## config.mk

```make
export PLATFORM = sky130hd
export DESIGN_NAME = go_to_goal_steering
export DESIGN_NICKNAME = d
export VERILOG_FILES = /design/src/hdl/gtg_pkg.sv /design/src/hdl/gtg_regs.sv /design/src/hdl/gtg_ctrl.sv /design/src/hdl/gtg_dp.sv /design/src/hdl/go_to_goal_steering.sv
export SDC_FILE = /design/constraint.sdc
export NUM_CORES = 2
export LEC_CHECK = 0
export CORE_MARGIN = 1
export CORE_UTILIZATION = 39
export CTS_CLUSTER_DIAMETER = 50
export CTS_CLUSTER_SIZE = 12
export DETAILED_ROUTE_END_ITERATION = 7
export DONT_BUFFER_PORTS = 1
export GPL_TIMING_DRIVEN = 0
export PLACE_DENSITY = 0.56
export SLEW_MARGIN = 20
export SYNTH_ARGS = -nofsm -noshare
export SYNTH_HDL_FRONTEND = slang
export SYNTH_SLANG_ARGS = --single-unit
export TNS_END_PERCENT = 10
```

## constraint.sdc

```tcl
create_clock -name clk -period 9.15 [get_ports clk]
set_input_delay 0 -clock clk [delete_from_list [all_inputs] [get_ports clk]]
set_output_delay 0 -clock clk [all_outputs]
set_load 0.02 [all_outputs]
```

## src/hdl/gtg_pkg.sv

```systemverilog
package gtg_pkg;

	localparam int MAX_STEPS = 24;
	localparam int STEP_W    = 5;
	localparam int XY_W      = 32;
	localparam int Z_W       = 34;
	localparam int ERR_W     = 18;

	typedef logic [STEP_W-1:0] step_t;

	localparam logic CMD_POSE = 1'b0;
	localparam logic CMD_TICK = 1'b1;

	typedef enum logic [1:0] {
		REG_TARGET_X       = 2'd0,
		REG_TARGET_Y       = 2'd1,
		REG_ARRIVAL_RADIUS = 2'd2,
		REG_HEADING_GAIN   = 2'd3
	} reg_idx_t;

	localparam logic [15:0] TARGET_X_RST       = 16'd32768;
	localparam logic [15:0] TARGET_Y_RST       = 16'd16384;
	localparam logic [15:0] ARRIVAL_RADIUS_RST = 16'd2048;
	localparam logic [3:0]  HEADING_GAIN_RST   = 4'd6;

	localparam logic signed [Z_W-1:0]   HALF_PI_Q30  = 34'sd1686629713;
	localparam logic [29:0]             INV_GAIN_Q30 = 30'd652032874;
	localparam logic signed [ERR_W-1:0] PI_Q12       = 18'sd12868;
	localparam logic signed [ERR_W-1:0] TWO_PI_Q12   = 18'sd25736;

	typedef struct packed {
		logic [15:0] target_x;
		logic [15:0] target_y;
		logic [15:0] arrival_radius;
		logic [3:0]  heading_gain;
	} cfg_t;

	typedef struct packed {
		logic  pose_load;
		logic  pre_load;
		logic  iter_en;
		step_t iter_idx;
		logic  mul_en;
		logic  fin_en;
		logic  out_load;
	} dp_cmd_t;

	function automatic logic signed [Z_W-1:0] atan_q30(step_t idx);
		logic signed [Z_W-1:0] a;
		unique case (idx)
			5'd0:    a = 34'sd843314856;
			5'd1:    a = 34'sd497837829;
			5'd2:    a = 34'sd263043836;
			5'd3:    a = 34'sd133525158;
			5'd4:    a = 34'sd67021686;
			5'd5:    a = 34'sd33543515;
			5'd6:    a = 34'sd16775850;
			5'd7:    a = 34'sd8388437;
			5'd8:    a = 34'sd4194282;
			5'd9:    a = 34'sd2097149;
			5'd10:   a = 34'sd1048575;
			5'd11:   a = 34'sd524287;
			5'd12:   a = 34'sd262143;
			5'd13:   a = 34'sd131071;
			5'd14:   a = 34'sd65535;
			5'd15:   a = 34'sd32767;
			5'd16:   a = 34'sd16383;
			5'd17:   a = 34'sd8191;
			5'd18:   a = 34'sd4095;
			5'd19:   a = 34'sd2047;
			5'd20:   a = 34'sd1023;
			5'd21:   a = 34'sd511;
			5'd22:   a = 34'sd255;
			5'd23:   a = 34'sd127;
			default: a = '0;
		endcase
		return a;
	endfunction

endpackage

```

## src/hdl/gtg_regs.sv

```systemverilog
module gtg_regs (
	input  logic            clk,
	input  logic            arst_n,
	input  logic            psel,
	input  logic            penable,
	input  logic            pwrite,
	input  logic [3:0]      paddr,
	input  logic [31:0]     pwdata,
	output logic [31:0]     prdata,
	output logic            pready,
	output gtg_pkg::cfg_t   cfg
);

	gtg_pkg::cfg_t    cfg_q;
	gtg_pkg::reg_idx_t idx;
	logic             wr_en;

	assign idx    = gtg_pkg::reg_idx_t'(paddr[3:2]);
	assign wr_en  = psel && penable && pwrite;
	assign pready = 1'b1;
	assign cfg    = cfg_q;

	always_ff @(posedge clk or negedge arst_n) begin
		if (!arst_n) begin
			cfg_q.target_x       <= gtg_pkg::TARGET_X_RST;
			cfg_q.target_y       <= gtg_pkg::TARGET_Y_RST;
			cfg_q.arrival_radius <= gtg_pkg::ARRIVAL_RADIUS_RST;
			cfg_q.heading_gain   <= gtg_pkg::HEADING_GAIN_RST;
		end else if (wr_en) begin
			unique case (idx)
				gtg_pkg::REG_TARGET_X:       cfg_q.target_x       <= pwdata[15:0];
				gtg_pkg::REG_TARGET_Y:       cfg_q.target_y       <= pwdata[15:0];
				gtg_pkg::REG_ARRIVAL_RADIUS: cfg_q.arrival_radius <= pwdata[15:0];
				gtg_pkg::REG_HEADING_GAIN:   cfg_q.heading_gain   <= pwdata[3:0];
				default: ;
			endcase
		end
	end

	always_comb begin
		unique case (idx)
			gtg_pkg::REG_TARGET_X:       prdata = {16'b0, cfg_q.target_x};
			gtg_pkg::REG_TARGET_Y:       prdata = {16'b0, cfg_q.target_y};
			gtg_pkg::REG_ARRIVAL_RADIUS: prdata = {16'b0, cfg_q.arrival_radius};
			gtg_pkg::REG_HEADING_GAIN:   prdata = {28'b0, cfg_q.heading_gain};
			default:                     prdata = '0;
		endcase
	end

endmodule

```

## src/hdl/gtg_ctrl.sv

```systemverilog
module gtg_ctrl #(
	parameter int CORDIC_STEPS = 16
) (
	input  logic               clk,
	input  logic               arst_n,
	input  logic               in_valid,
	output logic               in_stall,
	input  logic               command,
	output logic               out_valid,
	input  logic               out_stall,
	output gtg_pkg::dp_cmd_t   cmd
);

	typedef enum logic [5:0] {
		ST_IDLE = 6'b000001,
		ST_PRE  = 6'b000010,
		ST_ITER = 6'b000100,
		ST_MUL  = 6'b001000,
		ST_FIN  = 6'b010000,
		ST_OUT  = 6'b100000
	} state_t;

	localparam gtg_pkg::step_t LAST_STEP = gtg_pkg::step_t'(CORDIC_STEPS - 1);

	state_t         state_q;
	state_t         state_d;
	gtg_pkg::step_t step_q;
	logic           pose_seen_q;
	logic           out_valid_q;
	logic           accept;
	logic           out_free;

	assign in_stall  = (state_q != ST_IDLE);
	assign accept    = in_valid && (state_q == ST_IDLE);
	assign out_free  = !out_valid_q || !out_stall;
	assign out_valid = out_valid_q;

	always_comb begin
		state_d = state_q;
		unique case (state_q)
			ST_IDLE: begin
				if (accept && command == gtg_pkg::CMD_TICK && pose_seen_q) begin
					state_d = ST_PRE;
				end
			end
			ST_PRE:  state_d = ST_ITER;
			ST_ITER: begin
				if (step_q == LAST_STEP) begin
					state_d = ST_MUL;
				end
			end
			ST_MUL:  state_d = ST_FIN;
			ST_FIN:  state_d = ST_OUT;
			ST_OUT: begin
				if (out_free) begin
					state_d = ST_IDLE;
				end
			end
			default: state_d = ST_IDLE;
		endcase
	end

	always_comb begin
		cmd.pose_load = accept && command == gtg_pkg::CMD_POSE;
		cmd.pre_load  = (state_q == ST_PRE);
		cmd.iter_en   = (state_q == ST_ITER);
		cmd.iter_idx  = step_q;
		cmd.mul_en    = (state_q == ST_MUL);
		cmd.fin_en    = (state_q == ST_FIN);
		cmd.out_load  = (state_q == ST_OUT) && out_free;
	end

	always_ff @(posedge clk or negedge arst_n) begin
		if (!arst_n) begin
			state_q     <= ST_IDLE;
			step_q      <= '0;
			pose_seen_q <= 1'b0;
			out_valid_q <= 1'b0;
		end else begin
			state_q <= state_d;
			if (state_q == ST_PRE) begin
				step_q <= '0;
			end else if (state_q == ST_ITER) begin
				step_q <= step_q + 1'b1;
			end
			if (cmd.pose_load) begin
				pose_seen_q <= 1'b1;
			end
			if (cmd.out_load) begin
				out_valid_q <= 1'b1;
			end else if (!out_stall) begin
				out_valid_q <= 1'b0;
			end
		end
	end

	a_load_when_free: assert property (@(posedge clk) disable iff (!arst_n)
		cmd.out_load |-> (!out_valid_q || !out_stall))
		else $error("result word loaded over a waiting word");

	a_early_tick_dropped: assert property (@(posedge clk) disable iff (!arst_n)
		(accept && command == gtg_pkg::CMD_TICK && !pose_seen_q) |=> state_q == ST_IDLE)
		else $error("tick before any pose started a computation");

	a_pose_marks_seen: assert property (@(posedge clk) disable iff (!arst_n)
		(accept && command == gtg_pkg::CMD_POSE) |=> pose_seen_q)
		else $error("pose update did not set the seen flag");

	a_step_bound: assert property (@(posedge clk) disable iff (!arst_n)
		(state_q == ST_ITER) |-> (step_q <= LAST_STEP))
		else $error("iteration counter ran past the last step");

endmodule

```

## src/hdl/gtg_dp.sv

```systemverilog
module gtg_dp (
	input  logic                clk,
	input  gtg_pkg::dp_cmd_t    cmd,
	input  gtg_pkg::cfg_t       cfg,
	input  logic [15:0]         pose_x,
	input  logic [15:0]         pose_y,
	input  logic signed [14:0]  pose_heading,
	output logic [16:0]         linear_speed,
	output logic signed [18:0]  angular_rate,
	output logic                arrived
);

	logic [15:0]                          last_x_q;
	logic [15:0]                          last_y_q;
	logic signed [14:0]                   last_heading_q;
	logic signed [gtg_pkg::XY_W-1:0]      x_q;
	logic signed [gtg_pkg::XY_W-1:0]      y_q;
	logic signed [gtg_pkg::Z_W-1:0]       z_q;
	logic [60:0]                          prod_q;
	logic [16:0]                          dist_q;
	logic                                 far_q;
	logic signed [gtg_pkg::ERR_W-1:0]     err_q;

	logic signed [16:0]                   dx;
	logic signed [16:0]                   dy;
	logic signed [gtg_pkg::XY_W-1:0]      dx_g;
	logic signed [gtg_pkg::XY_W-1:0]      dy_g;
	logic signed [gtg_pkg::XY_W-1:0]      xs;
	logic signed [gtg_pkg::XY_W-1:0]      ys;
	logic signed [gtg_pkg::Z_W-1:0]       atan_v;
	logic [30:0]                          x_pos;
	logic [61:0]                          rnd;
	logic [19:0]                          dist_full;
	logic [16:0]                          dist_sat;
	logic signed [gtg_pkg::Z_W-1:0]       z_rnd;
	logic signed [15:0]                   bearing;
	logic signed [gtg_pkg::ERR_W-1:0]     err_raw;
	logic signed [gtg_pkg::ERR_W-1:0]     err_wrap;
	logic signed [22:0]                   rate_full;

	always_comb begin
		dx   = $signed({1'b0, cfg.target_x}) - $signed({1'b0, last_x_q});
		dy   = $signed({1'b0, cfg.target_y}) - $signed({1'b0, last_y_q});
		dx_g = {{3{dx[16]}}, dx, 12'b0};
		dy_g = {{3{dy[16]}}, dy, 12'b0};

		xs     = x_q >>> cmd.iter_idx;
		ys     = y_q >>> cmd.iter_idx;
		atan_v = gtg_pkg::atan_q30(cmd.iter_idx);

		x_pos = x_q[gtg_pkg::XY_W-1] ? 31'd0 : x_q[30:0];

		rnd       = {1'b0, prod_q} + (62'd1 << 41);
		dist_full = rnd[61:42];
		dist_sat  = (|dist_full[19:17]) ? 17'h1FFFF : dist_full[16:0];

		z_rnd   = z_q + 34'sd131072;
		bearing = z_rnd[33:18];
		err_raw = {{2{bearing[15]}}, bearing} - {{3{last_heading_q[14]}}, last_heading_q};
		if (err_raw > gtg_pkg::PI_Q12) begin
			err_wrap = err_raw - gtg_pkg::TWO_PI_Q12;
		end else if (err_raw < -gtg_pkg::PI_Q12) begin
			err_wrap = err_raw + gtg_pkg::TWO_PI_Q12;
		end else begin
			err_wrap = err_raw;
		end

		rate_full = err_q * $signed({1'b0, cfg.heading_gain});
	end

	always_ff @(posedge clk) begin
		if (cmd.pose_load) begin
			last_x_q       <= pose_x;
			last_y_q       <= pose_y;
			last_heading_q <= pose_heading;
		end

		if (cmd.pre_load) begin
			if (!dx_g[gtg_pkg::XY_W-1]) begin
				x_q <= dx_g;
				y_q <= dy_g;
				z_q <= '0;
			end else if (!dy_g[gtg_pkg::XY_W-1]) begin
				x_q <= dy_g;
				y_q <= -dx_g;
				z_q <= gtg_pkg::HALF_PI_Q30;
			end else begin
				x_q <= -dy_g;
				y_q <= dx_g;
				z_q <= -gtg_pkg::HALF_PI_Q30;
			end
		end else if (cmd.iter_en) begin
			if (!y_q[gtg_pkg::XY_W-1]) begin
				x_q <= x_q + ys;
				y_q <= y_q - xs;
				z_q <= z_q + atan_v;
			end else begin
				x_q <= x_q - ys;
				y_q <= y_q + xs;
				z_q <= z_q - atan_v;
			end
		end

		if (cmd.mul_en) begin
			prod_q <= x_pos * gtg_pkg::INV_GAIN_Q30;
		end

		if (cmd.fin_en) begin
			dist_q <= dist_sat;
			far_q  <= dist_sat > {1'b0, cfg.arrival_radius};
			err_q  <= err_wrap;
		end

		if (cmd.out_load) begin
			linear_speed <= far_q ? dist_q : 17'd0;
			angular_rate <= far_q ? rate_full[18:0] : 19'sd0;
			arrived      <= !far_q;
		end
	end

endmodule

```

## src/hdl/go_to_goal_steering.sv

```systemverilog
// Proportional go-to-goal steering controller.
// Input channel (in_valid, in_stall): one word per pose update or control tick.
// A word with command low stores pose_x, pose_y and pose_heading and yields
// no result. A word with command high is a control tick; before
// any pose has arrived it is dropped, otherwise it yields one result word.
// A tick passes through the pre-rotation, CORDIC_STEPS steps of the shared
// CORDIC rotator, which runs one step per cycle, the multiply and the final
// stage into the result register; in_stall is high until the block is idle.
// Output channel (out_valid, out_stall): linear_speed, angular_rate and
// arrived sit in an output register. While a result waits under out_stall
// the block returns to idle and takes the next word; a further tick then
// holds in its last cycle until the register is free.
// The APB port holds target_x, target_y, arrival_radius and heading_gain at
// byte addresses 0, 4, 8 and 12; write it only while the block is idle.
// Reset loads the register defaults, clears the pose-seen flag and empties
// the output register.
module go_to_goal_steering #(
	parameter int CORDIC_STEPS = 16
) (
	input  logic               clk,
	input  logic               arst_n,
	input  logic               in_valid,
	output logic               in_stall,
	input  logic               command,
	input  logic [15:0]        pose_x,
	input  logic [15:0]        pose_y,
	input  logic signed [14:0] pose_heading,
	output logic               out_valid,
	input  logic               out_stall,
	output logic [16:0]        linear_speed,
	output logic signed [18:0] angular_rate,
	output logic               arrived,
	input  logic               psel,
	input  logic               penable,
	input  logic               pwrite,
	input  logic [3:0]         paddr,
	input  logic [31:0]        pwdata,
	output logic [31:0]        prdata,
	output logic               pready
);

	gtg_pkg::cfg_t    cfg;
	gtg_pkg::dp_cmd_t cmd;

	gtg_regs u_regs (
		.clk     (clk),
		.arst_n  (arst_n),
		.psel    (psel),
		.penable (penable),
		.pwrite  (pwrite),
		.paddr   (paddr),
		.pwdata  (pwdata),
		.prdata  (prdata),
		.pready  (pready),
		.cfg     (cfg)
	);

	gtg_ctrl #(
		.CORDIC_STEPS (CORDIC_STEPS)
	) u_ctrl (
		.clk       (clk),
		.arst_n    (arst_n),
		.in_valid  (in_valid),
		.in_stall  (in_stall),
		.command   (command),
		.out_valid (out_valid),
		.out_stall (out_stall),
		.cmd       (cmd)
	);

	gtg_dp u_dp (
		.clk          (clk),
		.cmd          (cmd),
		.cfg          (cfg),
		.pose_x       (pose_x),
		.pose_y       (pose_y),
		.pose_heading (pose_heading),
		.linear_speed (linear_speed),
		.angular_rate (angular_rate),
		.arrived      (arrived)
	);

endmodule

```

==> parameters.txt <==
Parameter                              Value

Outcome
  Status ... finished clean

Timing
  Share of the clock period used by the worst path after layout ... 0.984
  Layout Skew ... 21.7 ps
  Unrepaired setup endpoints after global routing ... yes
  Transition time at the pin with the least slew margin ... 1230 ps
  Setup Viol. Count Final ... 0
  Post-route minimum period ... 9010 ps
  Minimum hold slack ... 27.0 ps
  Highest attainable clock frequency ... 111 MHz
  Number of hold violations in the final report ... 0
  Slew Viols, Final ... 0
  Setup TNS ... 0 ps
  Headroom to the max-slew limit ... 0.179

Synthesis
  Top post-synthesis cells by area ... sky130_fd_sc_hd__fa_1 20%, sky130_fd_sc_hd__edfxtp_1 15%, sky130_fd_sc_hd__ha_1 15%
  Share of flip-flops with an asynchronous set or reset ... 0.215
  Dominant register cell in the synthesized netlist ... sky130_fd_sc_hd__edfxtp_1
  Number of flops mapped to enable cells by yosys ... ~240
  Top cells by count, synth ... 793 x sky130_fd_sc_hd__inv_1, 548 x sky130_fd_sc_hd__ha_1, 467 x sky130_fd_sc_hd__fa_1
  Most area-hungry cell type in the Yosys netlist ... sky130_fd_sc_hd__fa_1
  Proportion of netlist area held by the largest area contributor ... 0.199
  Count of different cell masters after synthesis ... 102
  Mean cell area of the mapped netlist ... 9.51 µm²
  Post-synth design cell area ... 47,100 µm²
  Number of storage elements in the synthesis netlist ... 303
  Total number of yosys warnings ... 0
  Synthesized instance count ... 4,950
  Share of synthesized area occupied by flip-flops and latches ... 0.187
  Most numerous cell in the Yosys netlist ... sky130_fd_sc_hd__inv_1

Setup path
  Crit Path Category ... reg -> reg
  Kind of start point of the critical path ... flop
  Top fanout value on the critical path ... 10
  Critical Path Sink Type ... flop
  Data required time of the critical path ... 9500 ps
  Signal arrival time at the worst endpoint ... 9350 ps

Global routing
  Busiest layer in global routing ... met2
  First-pass GRT wire length ... 238,000 µm
  Met1 Track Usage GR ... 0.347
  GRT Total Usage ... 0.257
  Maximum number of pins on one net before global-route repair ... 60
  Met2 capacity usage during global routing ... 0.420
  Number of global-route vias before repair ... 38,300
  Antenna violations before repair ... 12
  Remaining global-route overflow ... 0
  Routing usage on met3 ... 0.0389

Placed design
  Half-perimeter wire length after detailed placement ... 128,000 µm
  Area after DPL ... 49,400 µm²
  Number of buffers added on ports ... 0
  Final weighted congestion in routability-driven placement ... 1.02

Drt
  Count of vias placed by the detailed router ... 38,100
  Iter 0 DRT Violations ... 3,052
  Detailed Routing Iterations Pass 1 ... 7
  Total detailed-routing wirelength ... 158,000 µm
  Average wire length per cell after detail routing ... 23.2 µm
  Remaining antenna violation count ... 0
  Post-route DRC ... 0
  Detailed-route vias per instance ... between 5 and 6

Floorplanning
  Die Outline Area ... 122,000 µm²
  Number of top-level pins ... 163
  Std cell rows ... 127
  Overall die width ... 349 µm
  Die height ... between 300 and 400 µm
  Initial standard-cell utilization of the core ... 0.393
  Area of the placeable core ... roughly 120,000 µm²

Final layout
  Fill cell total of the finished layout ... 11,700
  Area used by multi-input combinational logic ... 34,500 µm²
  P&R area growth vs syn ... 11.5%
  Final #Nets ... 6,277
  Cell area after layout ... 52,500 µm²
  Layout cell share with drive strength beyond 1 ... 0.0732
  Reg area ... between 8000 and 9000 µm²

Clock tree
  Deepest clock path buffer count ... 3
  Cell at the root of the clock tree ... sky130_fd_sc_hd__clkbuf_16
  Clock-pin slew on the worst setup and hold paths ... 60 ps
  Clock buffers created by TritonCTS ... 45
  Number of levels in the clock H-tree ... 2
  CTS Sinks ... slightly above 300
  Insertion delay of the later-clocked pin in the worst-skew pair ... between 600 and 700 ps
  Clock tree from TritonCTS ... done

Run
  Max-cap check violation count ... 0

Min path
  Worst hold path class ... in -> reg
==> final cells by class <==
cell class,count,share of cell area
Multi-Input combinational cell,3675,0.657
Tap cell,1612,0.0384
Clock buffer,57,0.0231
Inverter,799,0.0581
Sequential cell,303,0.167
Clock inverter,27,0.00448
Timing Repair Buffer,160,0.0318
Antenna cell,1,0.0000477
Buffer,187,0.0201
==> metrics by stage <==
step	util	setup WS [ps]	instances
CTS	0.437	-0.246	6813
detailed placement	0.413	-1640	6593
global route	0.438	-57.4	6821
floorplan	-	995	4965
global placement	0.410	-1710	6577
finish	0.438	142	6821
==> sequential cells by signal (all words and copies together), names as in the netlist <==
name,cells
u_ctrl.out_valid,1
u_ctrl.pose_seen_q,1
u_ctrl.state_q,6
u_ctrl.step_q,5
u_dp.angular_rate,19
u_dp.arrived,1
u_dp.dist_q,17
u_dp.err_q,18
u_dp.far_q,1
u_dp.last_heading_q,15
u_dp.last_x_q,16
u_dp.last_y_q,16
u_dp.linear_speed,17
u_dp.prod_q,20
u_dp.x_q,32
u_dp.y_q,32
u_dp.z_q,34
u_regs.cfg,52
==> metal layers <==
metal  part of all wire  up-vias  routed length, µm
li1                   -    17500                  -
met1               0.43    18900              68600
met2               0.46     1388              72600
met3              0.068      276              10700
met4              0.038       14               5950
met5            0.00060        -                 94
==> cell families after synthesis <==
kind of cell               synth area share
buffers and inverters                0.0860
muxes                                0.0707
adders and majority gates             0.344
and+or+nand+nor                       0.115
DFF                                   0.187
xor gates and xnor gates             0.0582
AOI/OAI and AO/OA                     0.139
other                              0.000160
==> timing repair <==
action,in CTS,in global routing
hold buffers,129,1
endpoints found under the setup margin,20,14
gates resized for setup,33,21
hold endpoints to repair,222,1
pin swaps,0,3
setup buffers,8,5
==> final timing paths <==
check / start / endpoint / slack (ps) / cells past startpoint
setup / recovery: u_dp.x_q[31] / u_dp.prod_q[54] / 140 / 27
hold / removal: pose_heading[0] / u_dp.last_heading_q[0] / 30 / 1
setup reg to reg: u_dp.x_q[31] / u_dp.prod_q[54] / 140 / 27
hold reg to reg: u_ctrl.pose_seen_q / u_ctrl.pose_seen_q / 470 / 1
max in group asynchronous: arst_n / u_ctrl.step_q[4] / 8740 / 3
min in group asynchronous: arst_n / u_regs.cfg[51] / 40 / 2
==> layout by cell type (no fill, tap or decap), types with 39 or more instances in the layout <==
cell	Yosys	layout
sky130_fd_sc_hd__a21o_1	103	103
sky130_fd_sc_hd__a21oi_1	255	254
sky130_fd_sc_hd__a31oi_1	52	52
sky130_fd_sc_hd__and2_1	107	107
sky130_fd_sc_hd__and3_1	49	49
sky130_fd_sc_hd__buf_4	21	41
sky130_fd_sc_hd__clkbuf_1	112	115
sky130_fd_sc_hd__clkbuf_16	0	46
sky130_fd_sc_hd__dfrtp_1	59	59
sky130_fd_sc_hd__dlygate4sd3_1	0	128
sky130_fd_sc_hd__edfxtp_1	238	238
sky130_fd_sc_hd__fa_1	467	467
sky130_fd_sc_hd__ha_1	548	548
sky130_fd_sc_hd__inv_1	793	779
sky130_fd_sc_hd__mux2_2	61	61
sky130_fd_sc_hd__mux2i_1	80	80
sky130_fd_sc_hd__mux4_2	52	52
sky130_fd_sc_hd__nand2_1	317	303
sky130_fd_sc_hd__nand3_1	75	75
sky130_fd_sc_hd__nor2_1	259	257
sky130_fd_sc_hd__nor2b_1	46	43
sky130_fd_sc_hd__nor3_1	65	63
sky130_fd_sc_hd__o211ai_1	39	39
sky130_fd_sc_hd__o21a_1	45	45
sky130_fd_sc_hd__o21ai_0	233	231
sky130_fd_sc_hd__xnor2_1	188	188
sky130_fd_sc_hd__xor2_1	125	125
==> critical path, stage by stage, from the launching register on <==
cell	delay, ps
sky130_fd_sc_hd__edfxtp_1	520
sky130_fd_sc_hd__buf_4	260
sky130_fd_sc_hd__buf_6	180
sky130_fd_sc_hd__buf_6	170
sky130_fd_sc_hd__clkbuf_2	270
sky130_fd_sc_hd__nor2_1	530
sky130_fd_sc_hd__a21oi_1	180
sky130_fd_sc_hd__fa_1	550
sky130_fd_sc_hd__inv_1	60
sky130_fd_sc_hd__fa_1	530
sky130_fd_sc_hd__fa_1	490
sky130_fd_sc_hd__fa_1	540
sky130_fd_sc_hd__fa_1	520
sky130_fd_sc_hd__fa_1	600
sky130_fd_sc_hd__inv_1	80
sky130_fd_sc_hd__fa_1	530
sky130_fd_sc_hd__inv_1	40
sky130_fd_sc_hd__ha_1	340
sky130_fd_sc_hd__a21o_1	170
sky130_fd_sc_hd__a21oi_1	120
sky130_fd_sc_hd__o21ai_0	130
sky130_fd_sc_hd__a2111o_1	470
sky130_fd_sc_hd__o32ai_4	410
sky130_fd_sc_hd__nor3_4	80
sky130_fd_sc_hd__o21ai_2	300
sky130_fd_sc_hd__a21oi_1	180
sky130_fd_sc_hd__a221oi_1	330
sky130_fd_sc_hd__xnor2_1	130
Power is left out: the tool's default activity adds up to more than one toggle a clock period on the data nets, which glitch-free logic cannot reach.
